**src/rtl/xmlzss_pkg.sv**
```systemverilog
// ----------------------------------------------------------------------------
// xmlzss_pkg
// Shared types, constants and key table for the XOR-masked LZSS decompressor.
// ----------------------------------------------------------------------------
`default_nettype none

package xmlzss_pkg;

  localparam int WINDOW_DEPTH = 4096;
  localparam int WIN_AW       = $clog2(WINDOW_DEPTH);
  localparam int HEADER_BYTES = 8;
  localparam int KEY_LENGTH   = 256;
  localparam int KEY_AW       = $clog2(KEY_LENGTH);
  localparam int LEN_W        = 5;    // copy length 2..17
  localparam int LEN_BIAS     = 2;

  // XOR key, entry 0 first
  localparam logic [0:KEY_LENGTH-1][7:0] KEY_ROM = {
    128'h8be55dc3a1e030440085c074095f5e33,
    128'hc05b8be55dc38b450c85c075148b55ec,
    128'h83c220526a00e8f528010083c4088945,
    128'h0c8b45e46a006a005053ff1534b14300,
    128'h8b451085c074058b4dec89088a45f084,
    128'hc07578a1e03044008b7de88b750c85c0,
    128'h75448b1dd0b0430085ff763781ff0000,
    128'h04006a0076438b45f88d55fc52680000,
    128'h04005650ff152cb143006a05ffd3a1e0,
    128'h30440081ef0000040081c60000040085,
    128'hc074c58b5df853e8f4fbffff8b450c83,
    128'hc4045f5e5b8be55dc38b55f88d4dfc51,
    128'h575652ff152cb14300ebd88b45e883c0,
    128'h20506a00e8472801008b7de88945f48b,
    128'hf0a1e030440083c40885c075568b1dd0,
    128'hb0430085ff764981ff000004006a0076
  };

  // token parser phase
  typedef enum logic [1:0] {
    PH_FLAG  = 2'd0,
    PH_TOKEN = 2'd1,
    PH_HIGH  = 2'd2
  } phase_t;

  // what an accepted request leads to
  typedef enum logic [1:0] {
    ACT_NONE   = 2'd0,
    ACT_SINGLE = 2'd1,   // literal or corrupt-reference result
    ACT_COPY   = 2'd2
  } act_t;

  typedef struct packed {
    logic accept;
    logic emit_pend;
    logic rd_issue;
    logic emit_copy;
    logic clear_run;
  } cmd_t;

  typedef struct packed {
    act_t action;
    logic out_free;
    logic copy_final;
    logic cur_last;
  } status_t;

endpackage : xmlzss_pkg

`default_nettype wire

```
**src/rtl/xmlzss_ctrl.sv**
```systemverilog
// ----------------------------------------------------------------------------
// xmlzss_ctrl
// Sequencer: takes a request, then drives literal emission, the copy loop or neither.
// ----------------------------------------------------------------------------
`default_nettype none

module xmlzss_ctrl
  import xmlzss_pkg::*;
(
  input  wire logic    clk,
  input  wire logic    rst,
  input  wire logic    in_valid,
  output logic         in_ready,
  input  wire status_t st,
  output cmd_t         cmd
);

  typedef enum logic [3:0] {
    S_IDLE = 4'b0001,
    S_LIT  = 4'b0010,
    S_CRD  = 4'b0100,
    S_CWR  = 4'b1000
  } state_t;

  state_t state, state_next;

  assign in_ready = (state == S_IDLE);

  always_comb begin
    state_next = state;
    cmd        = '0;
    case (state)
      S_IDLE: begin
        if (in_valid) begin
          cmd.accept = 1'b1;
          case (st.action)
            ACT_SINGLE: state_next = S_LIT;
            ACT_COPY:   state_next = S_CRD;
            default:    cmd.clear_run = st.cur_last ? 1'b0 : 1'b0;
          endcase
        end
      end
      S_LIT: begin
        if (st.out_free) begin
          cmd.emit_pend = 1'b1;
          cmd.clear_run = st.cur_last;
          state_next    = S_IDLE;
        end
      end
      S_CRD: begin
        cmd.rd_issue = 1'b1;
        state_next   = S_CWR;
      end
      S_CWR: begin
        if (st.out_free) begin
          cmd.emit_copy = 1'b1;
          if (st.copy_final) begin
            cmd.clear_run = st.cur_last;
            state_next    = S_IDLE;
          end else begin
            state_next = S_CRD;
          end
        end
      end
      default: state_next = S_IDLE;
    endcase
  end

  always_ff @(posedge clk) begin
    if (rst) begin
      state <= S_IDLE;
    end else begin
      state <= state_next;
    end
  end

  a_read_then_emit: assert property (@(posedge clk) disable iff (rst)
    (state == S_CRD) |=> (state == S_CWR))
    else $error("copy read not followed by emit state");

  a_emit_needs_room: assert property (@(posedge clk) disable iff (rst)
    (cmd.emit_copy || cmd.emit_pend) |-> st.out_free)
    else $error("emission into an occupied output register");

  a_none_stays_idle: assert property (@(posedge clk) disable iff (rst)
    (cmd.accept && st.action == ACT_NONE) |=> (state == S_IDLE))
    else $error("request without results left the idle state");

endmodule : xmlzss_ctrl

`default_nettype wire

```
**config.mk**
```make
export PLATFORM = sky130hd
export DESIGN_NAME = xmlzss_ctrl
export DESIGN_NICKNAME = d
export VERILOG_FILES = /design/src/rtl/xmlzss_pkg.sv /design/src/rtl/xmlzss_ctrl.sv
export SDC_FILE = /design/constraint.sdc
export NUM_CORES = 1
export LEC_CHECK = 0
export BUFFER_PORTS_ARGS = -buffer_cell sky130_fd_sc_hd__buf_2
export CAP_MARGIN = 20
export CORE_AREA = 2 2 39 41
export CTS_BUF_LIST = sky130_fd_sc_hd__clkbuf_4
export CTS_CLUSTER_SIZE = 24
export DETAILED_ROUTE_END_ITERATION = 16
export DIE_AREA = 0 0 41 43
export PLACE_DENSITY = 0.44
export SLEW_MARGIN = 10
export SYNTH_ARGS = -nofsm -noshare
export SYNTH_HDL_FRONTEND = slang
export SYNTH_SLANG_ARGS = --single-unit
export TNS_END_PERCENT = 5
```
**constraint.sdc**
```tcl
create_clock -name clk -period 2.65 [get_ports clk]
set_input_delay 0.3975 -clock clk [delete_from_list [all_inputs] [get_ports clk]]
set_output_delay 0.3975 -clock clk [all_outputs]
set_load 0.005 [all_outputs]
```
==> results of run 1 <==
## area by class of cell
cell class | instances | share of cell area [%]
Tap cell | 16 | 4.78
Multi-Input combinational cell | 34 | 54.3
Clock buffer | 3 | 5.37
Sequential cell | 4 | 19.1
Timing Repair Buffer | 13 | 15.5
Inverter | 1 | 0.896
## worst paths after layout
| check | from | end |
|---|---|---|
| max | state[3] | cmd[0] |
| max reg2reg | state[0] | state[1] |
| min | rst | state[1] |
| min reg2reg | state[1] | state[3] |
## per-layer routing
metal,vias to the layer above,track usage [%],share of wire [%]
li1,172,-,-
met1,153,13.8,51
met2,8,14.4,44
met3,0,4.71,5.2
met4,0,2.00,0
met5,-,0,0
## worst reg2reg max path: stages (launching register included)
cell and delay [ns]:
dfxtp_1 0.47, nor4b_4 0.35, and2_4 0.21, nand3b_2 0.07
a21oi_2 0.13
## power breakdown
group | internal, mW | total, mW | switching, mW
sequential | 0.0640 | 0.0717 | 0.00769
clock | 0.0507 | 0.0760 | 0.0253
combinational | 0.0242 | 0.0430 | 0.0188
## cells by family after synthesis
family	count (synthesis)
flops	4
compound gates	7
xor+xnor	2
simple gates	24
mux	1
buf+inv	2
## cells in the final DEF, fill, tap and decap left out, types with 2 or more instances in the layout
master    count
and3_1        2
buf_2        13
clkbuf_4      3
dfxtp_1       4
nand2_1       8
nor2_1        2
nor4b_1       2
o21ai_0       3
xor2_1        2
## through the flow
stage / setup slack [ns] / cell area [sq um] / cells / hold WS, ns / util [%]
floorplan: 1.25 / 317 / 40 / 0.460 / -
global placement: 1.05 / 397 / 68 / 0.599 / 28.7
detailed placement: 1.09 / 397 / 68 / 0.594 / 28.7
CTS: 0.832 / 419 / 71 / 0.349 / 30.3
global route: 0.722 / 419 / 71 / 0.356 / 30.3
finish: 0.841 / 419 / 71 / 0.356 / 30.3
==> reports/qor.csv, run 1 <==
stage,metric,value,unit
setup_path,worst path cell trace,"nand2_1, mux2_2, nor4_1, buf_2",
floorplan,starting density of the core,22.9,%
floorplan,IO Count,14,
global_route,first-pass GRT wire length,1240,um
detailed_routing,First DRT Iteration DRCs,6,
yosys,main combinational cell family by area after synthesis,simple AND/OR/NAND/NOR gates,
layout,nets@finish,65,
sta,Final min period,1.81,ns
detailed_routing,DRC errors left,0,
setup_path,Worst Reg-to-Reg Cells,4,
layout,"Most flops, register",state,
yosys,Synthesized Nets,48,
sta,setup tns final,0,ns
clock_network,Resize count post-CTS,0,
run,max-cap violations,0,
floorplan,full die area,0.00176,sq mm
floorplan,core area,0.00138,sq mm
yosys,simple-gate share of the synthesized area,49.4,%
global_route,global route overflow,0,
yosys,Cell variety after synth,24,
yosys,top-count cell post-synth,nand2_1,
yosys,Synth Area in Compound Gates,13.4,%
detailed_routing,vias,333,
setup_path,Worst Path Max Fanout,10,
yosys,register area share after synthesis,25.3,%
global_route,vias in the first global route,281,
layout,largest registers,state x4,
yosys,"flops & latches, synth",4,
setup_path,CP endpoint kind,output pin,
yosys,Synth warnings,0,
setup_path,Crit path max-delay family,flip-flops,
layout,fillcell total,157,
layout,P&R area growth vs syn,32.4,%
yosys,xor-xnor portion of the synthesized cell area,5.53,%
layout,sequential cell area,80.1,sq um
yosys,Post-Syn Area per Cell,7.91,sq um
yosys,Synth async-reset ratio,0,%
global_route,largest net degree at the start of global routing,11,
yosys,Mapped Cells,40,
setup_path,Max stage delay on crit path,0.53,ns
setup_path,reg2reg setup slack,1.36,ns
floorplan,Die Y,43,um
sta,Worst-Margin Slew,0.388,ns
sta,RSZ-0062 raised after global routing,no,
setup_path,kind of critical path,reg -> out,
power_and_ir_drop,pwr/cell area,455,mW/mm^2
floorplan,FP Rows,14,
yosys,cell area after synthesis,317,sq um
clock_network,CTS tree,yes,
layout,max reg flops,4,
sta,Tcrit/Tclk final,68.3,%
setup_path,critical path depth,4,
clock_network,CTS Sinks,4,
sta,Rel. slew slack,73.8,%
sta,f_max,553,MHz
hold_path,hold path depth,2,
global_route,initial antenna violation count,0,
detailed_routing,routed len/inst,10.5,um
setup_path,Worst EP required,2.25,ns
clock_network,CTS max path bufs,2,
detailed_routing,Pre-Repair DR Iteration Count,3,
run_status,status,completed,
clock_network,post-CTS setup buffers,0,
setup_path,Worst path slowest cell,dfxtp_1,
layout,multi-input combinational cell area,228,sq um
layout,ant diodes,0,
detailed_routing,Vias/cell,4.69,
yosys,Yosys top cell area share,25.3,%
sta,Setup Skew,0.00116,ns
placed_design,gpl congestion,0.811,
sta,Final Setup Violations,0,
clock_network,number of CTS-inserted buffers,3,
yosys,Synth area leaders,"dfxtp_1 (25%), nand2_1 (9.5%), nor4b_4 (7.5%), nor4b_1 (5.5%), xor2_1 (5.5%)",
sta,Final Hold Vio Count,0,
power_and_ir_drop,PnR Total Power,0.191,mW
clock_network,H-tree depth,1,
setup_path,CP arrival,1.41,ns
layout,share of layout cells above drive strength 1,38.2,%
clock_network,Root Driver,clkbuf_4,
detailed_routing,post-route ant nets,0,
power_and_ir_drop,Leak,0.203,nW
yosys,Adder-Cell Fraction of Synth Area,0,%
detailed_routing,Post-Route WL,748,um
power_and_ir_drop,Max VDD drop,0.146,mV
yosys,Synth top cells by count,"nand2_1 (8), dfxtp_1 (4), o21ai_0 (3)",
clock_network,Hold Buf Count CTS,0,
sta,count of pins over their slew limit,0,
yosys,"Top FF cell, synth",dfxtp_1,
yosys,Yosys top cell by area,dfxtp_1,
yosys,number of synthesized flops with an enable pin,0,
setup_path,crit start category,flop,
clock_network,"Reg clk slew, reported paths",0.04,ns
placed_design,Port Buffers,13,
yosys,multiplexer share of the synthesized area,3.56,%
setup_path,crit path buf inv count,1,
hold_path,HP Class,in -> reg,
global_route,GRT Util Overall,10.1,%
clock_network,clk_lat worst skew,0.23,ns
placed_design,DPL Wire Length,566,um
floorplan,die span in x,41,um
No activity file was read; power rests on OpenSTA's default activity.
==> run 2, diff against run 1 <==
- PLACE_DENSITY: 0.44 -> 0.46
- clock period: 2.65 -> 1.5 ns (I/O delays scaled with it)
==> reports/qor.csv, run 2 (synthesis gave the netlist of run 1 again) <==
stage,metric,value,unit
setup_path,Crit path max-delay family,flip-flops,
floorplan,core area,0.00138,sq mm
sta,Rel. slew slack,82.5,%
sta,Final Setup Violations,0,
power_and_ir_drop,part of the power in the clock network,38.7,%
setup_path,Worst path slowest cell,dfxtp_4,
sta,Tcrit/Tclk final,99.8,%
clock_network,CTS tree,yes,
sta,final hold slack,0.179,ns
placed_design,post-place setup slack,0.137,ns
detailed_routing,DRC errors left,0,
sta,Setup Skew,0.00124,ns
sta,count of pins over their slew limit,0,
setup_path,worst path cell trace,"inv_2, mux2_2, nor4_2, buf_2",
setup_path,kind of critical path,reg -> out,
setup_path,reg2reg setup slack,0.22,ns
sta,setup tns final,0,ns
setup_path,CP endpoint kind,output pin,
placed_design,Port Buffers,13,
power_and_ir_drop,Leak,0.228,nW
detailed_routing,Pre-Repair DR Iteration Count,4,
detailed_routing,post-route ant nets,0,
layout,sequential cell area,86.3,sq um
clock_network,Root Driver,clkbuf_4,
layout,most frequent cells in the layout,"buf_2 (13), nand2_1 (8), o21ai_0 (3), clkbuf_4 (3), buf_4 (3)",
setup_path,CP arrival,1.27,ns
detailed_routing,Vias/cell,4.87,
sta,Worst-Margin Slew,0.260,ns
setup_path,RR Endpoint,state[2],
detailed_routing,vias,365,
run,max-cap violations,0,
detailed_routing,routed len/inst,10.6,um
clock_network,CTS max path bufs,2,
power_and_ir_drop,Int Pwr,0.254,mW
global_route,GRT Util Overall,10.4,%
detailed_routing,First DRT Iteration DRCs,2,
global_route,initial antenna violation count,0,
sta,RSZ-0062 raised after global routing,yes,
layout,max reg flops,4,
floorplan,starting density of the core,22.9,%
layout,fillcell total,154,
run_status,status,completed,
hold_path,HP Class,in -> reg,
detailed_routing,Post-Route WL,794,um
layout,final core utilization,35.2,%
clock_network,number of CTS-inserted buffers,3,
layout,"most common cell after layout, fill and taps aside",buf_2,
floorplan,Die Y,43,um
power_and_ir_drop,pwr/cell area,726,mW/mm^2
global_route,first-pass GRT wire length,1200,um
setup_path,Worst Path Max Fanout,6,
global_route,largest net degree at the start of global routing,11,
layout,multi-input combinational cell area,255,sq um
setup_path,crit start category,flop,
sta,Final min period,1.50,ns
global_route,global route overflow,0,
clock_network,Hold Buf Count CTS,0,
setup_path,Max stage delay on crit path,0.36,ns
power_and_ir_drop,Sw Ratio,28.1,%
setup_path,critical path depth,4,
floorplan,FP Rows,14,
power_and_ir_drop,Comb power frac,24.6,%
clock_network,"Reg clk slew, reported paths",0.04,ns
clock_network,H-tree depth,1,
setup_path,Worst EP required,1.27,ns
layout,largest registers,state x4,
power_and_ir_drop,NetSw,0.0993,mW
placed_design,gpl congestion,0.704,
floorplan,full die area,0.00176,sq mm
setup_path,Worst setup startpoint,state[1],
sta,f_max,668,MHz
power_and_ir_drop,Flop pwr share,36.7,%
placed_design,DPL Wire Length,605,um
power_and_ir_drop,PnR Total Power,0.353,mW
power_and_ir_drop,Max VDD drop,0.213,mV
clock_network,CTS Sinks,4,
global_route,vias in the first global route,302,
setup_path,worst setup path end,cmd[0],
floorplan,die span in x,41,um
layout,nets@finish,69,
setup_path,crit path buf inv count,2,
setup_path,origin of the critical flop-to-flop path,state[3],
sta,Worst Slack Setup Final,0.00351,ns
setup_path,Worst Reg-to-Reg Cells,6,
layout,ant diodes,0,
layout,"Most flops, register",state,
sta,Final Hold Vio Count,0,
layout,P&R area growth vs syn,53.8,%
floorplan,IO Count,14,
layout,share of layout cells above drive strength 1,54.2,%
clock_network,clk_lat worst skew,0.24,ns
[run 2: changes by cell type in the layout (fill, tap and decap cells not counted), moves of 2 or more]
cell	change
dfxtp_1	-3
buf_4	+3
dfxtp_2	+2
nor4b_1	-2
[run 2: worst min-delay path by stage]
stage | from | slack [ns] | endpoint | cells past startpoint
floorplan | rst | 0.29 | state[1] | 1
global placement | rst | 0.44 | state[1] | 2
detailed placement | rst | 0.44 | state[1] | 2
CTS | rst | 0.18 | state[1] | 2
global route | rst | 0.19 | state[1] | 2
finish | rst | 0.18 | state[1] | 2
[run 2: power by group through the flow]
stage / Clock, mW / Combinational [mW] / Sequential [mW]
5_1_grt: 0.147 / 0.0971 / 0.131
3_3_place_gp: 0 / 0.0777 / 0.127
4_1_cts: 0.142 / 0.0854 / 0.128
2_1_floorplan: 0 / 0.0488 / 0.123
3_5_place_dp: 0 / 0.0777 / 0.127
6_report: 0.137 / 0.0868 / 0.130
[run 2: timing repair]
| item | CTS | global route |
|---|---|---|
| pin swaps | 0 | 2 |
| gates resized for setup | 5 | 5 |
| buffers inserted | 1 | 2 |
| endpoints found under the setup margin | 4 | 4 |
[run 2: area by class of cell]
cell class,instances,area share (%)
Clock buffer,3,4.63
Inverter,1,0.771
Multi-Input combinational cell,34,52.4
Sequential cell,4,17.7
Tap cell,16,4.11
Timing Repair Buffer,17,20.3
[run 2: per-stage QoR]
step                instances  instance area, sq um
floorplan                  40                   317
global route               75                   487
global placement           69                   404
CTS                        73                   447
finish                     75                   487
detailed placement         69                   404
[run 2: layer usage]
metal  vias to the layer above  track usage, %  part of all wire (%)
li1                        181               -                     -
met1                       169            12.7                    42
met2                        11            14.1                    48
met3                         4            3.66                   7.2
met4                         0            8.00                   2.5
met5                         -               0                     0
==> run 3, diff against run 2 <==
- PLACE_DENSITY: 0.46 -> not set
- clock period: 1.5 -> 1.82 ns (I/O delays scaled with it)
==> reports/qor.csv, run 3 (synthesis gave the netlist of run 1 again) <==
stage,metric,value,unit
placed_design,Port Buffers,13,
sta,Rel. slew slack,75.2,%
hold_path,HP Class,in -> reg,
floorplan,FP Rows,14,
layout,largest registers,state x4,
layout,P&R area growth vs syn,33.2,%
layout,"Most flops, register",state,
layout,most frequent cells in the layout,"buf_2 (13), nand2_1 (8), o21ai_0 (3), clkbuf_4 (3)",
floorplan,Die Y,43,um
global_route,GRT Util Overall,10.7,%
clock_network,CTS tree,yes,
layout,ant diodes,0,
layout,sequential cell area,82.6,sq um
placed_design,gpl congestion,0.833,
detailed_routing,Post-Route WL,745,um
global_route,largest net degree at the start of global routing,11,
sta,Setup Skew,0.00158,ns
hold_path,Worst Hold End,state[1],
global_route,first-pass GRT wire length,1240,um
setup_path,Worst EP required,1.55,ns
hold_path,hold path depth,2,
clock_network,H-tree depth,1,
clock_network,CTS max path bufs,2,
sta,Worst-Margin Slew,0.367,ns
floorplan,core area,0.00138,sq mm
sta,final hold slack,0.228,ns
floorplan,IO Count,14,
floorplan,starting density of the core,22.9,%
setup_path,CP arrival,1.34,ns
setup_path,Worst Path Max Fanout,6,
power_and_ir_drop,Max VDD drop,0.207,mV
detailed_routing,vias,325,
floorplan,full die area,0.00176,sq mm
sta,setup tns final,0,ns
setup_path,CP endpoint kind,output pin,
hold_path,hold path start,rst,
setup_path,crit start category,flop,
detailed_routing,post-route ant nets,0,
layout,share of layout cells above drive strength 1,41.8,%
setup_path,kind of critical path,reg -> out,
setup_path,RR Endpoint,state[1],
floorplan,die span in x,41,um
run,max-cap violations,0,
clock_network,Root Driver,clkbuf_4,
run_status,status,completed,
global_route,global route overflow,0,
setup_path,reg2reg setup slack,0.54,ns
sta,RSZ-0062 raised after global routing,no,
global_route,initial antenna violation count,0,
clock_network,clk_lat worst skew,0.23,ns
layout,max reg flops,4,
sta,f_max,620,MHz
detailed_routing,DRC errors left,0,
layout,fillcell total,153,
sta,Tcrit/Tclk final,88.6,%
layout,"most common cell after layout, fill and taps aside",buf_2,
detailed_routing,First DRT Iteration DRCs,4,
detailed_routing,Pre-Repair DR Iteration Count,2,
placed_design,DPL Wire Length,556,um
sta,Final Setup Violations,0,
detailed_routing,routed len/inst,10.5,um
setup_path,Worst Reg-to-Reg Cells,4,
layout,multi-input combinational cell area,228,sq um
clock_network,Hold Buf Count CTS,0,
power_and_ir_drop,pwr/cell area,654,mW/mm^2
layout,nets@finish,65,
sta,count of pins over their slew limit,0,
detailed_routing,Vias/cell,4.58,
setup_path,origin of the critical flop-to-flop path,state[0],
global_route,vias in the first global route,293,
clock_network,CTS Sinks,4,
clock_network,number of CTS-inserted buffers,3,
power_and_ir_drop,Leak,0.204,nW
clock_network,"Reg clk slew, reported paths",0.03,ns
sta,Final Hold Vio Count,0,
sta,Final min period,1.61,ns
## run 3: power breakdown
| part | switching, mW | internal (mW) | total, mW |
|---|---|---|---|
| Clock | 0.0351 | 0.0737 | 0.109 |
| Combinational | 0.0276 | 0.0353 | 0.0629 |
| Sequential | 0.0108 | 0.0934 | 0.104 |
## run 3: worst max path at each step
stage          depth (start not counted)  startpoint  endpoint  slack [ns]
2_1_floorplan                          3    state[1]    cmd[0]        0.55
3_3_place_gp                           4    state[3]    cmd[0]        0.39
3_5_place_dp                           4    state[3]    cmd[0]        0.37
4_1_cts                                4    state[3]    cmd[0]        0.10
5_1_grt                                4    state[1]    cmd[0]        0.05
6_report                               4    state[1]    cmd[0]        0.21
## run 3: cell type report
cell class	count	area share [%]
flip-flops and latches	4	19.6
repair buffers	13	15.4
inverters	1	0.890
well taps	16	4.75
multi-input cells	34	54.0
clock buffers	3	5.34
## run 3: what timing repair did
action                                  in CTS  in global routing
buffers inserted                             0                  0
gates resized for setup                      0                  2
endpoints found under the setup margin       0                  1
## run 3: routing by layer
metal	global-route usage (%)	up-vias	wire [um]
li1	-	172	-
met1	14.9	141	348
met2	13.1	10	350
met3	3.14	2	36
met4	8.00	0	10
met5	0	-	0
## run 3: stage by stage
stage / setup WS [ns] / cell area, sq um / util, % / total power [mW] / std cells
2_1_floorplan: 0.545 / 317 / - / 0.142 / 40
3_3_place_gp: 0.392 / 397 / 28.7 / 0.167 / 68
3_5_place_dp: 0.372 / 397 / 28.7 / 0.169 / 68
4_1_cts: 0.100 / 419 / 30.3 / 0.281 / 71
5_1_grt: 0.0515 / 422 / 30.5 / 0.293 / 71
6_report: 0.208 / 422 / 30.5 / 0.276 / 71
## run 3: worst max-delay path, cell delays in order (launching register included)
cell and delay, ns:
dfxtp_2 0.35, inv_1 0.11, mux2_2 0.34, nor4_1 0.15
buf_2 0.15
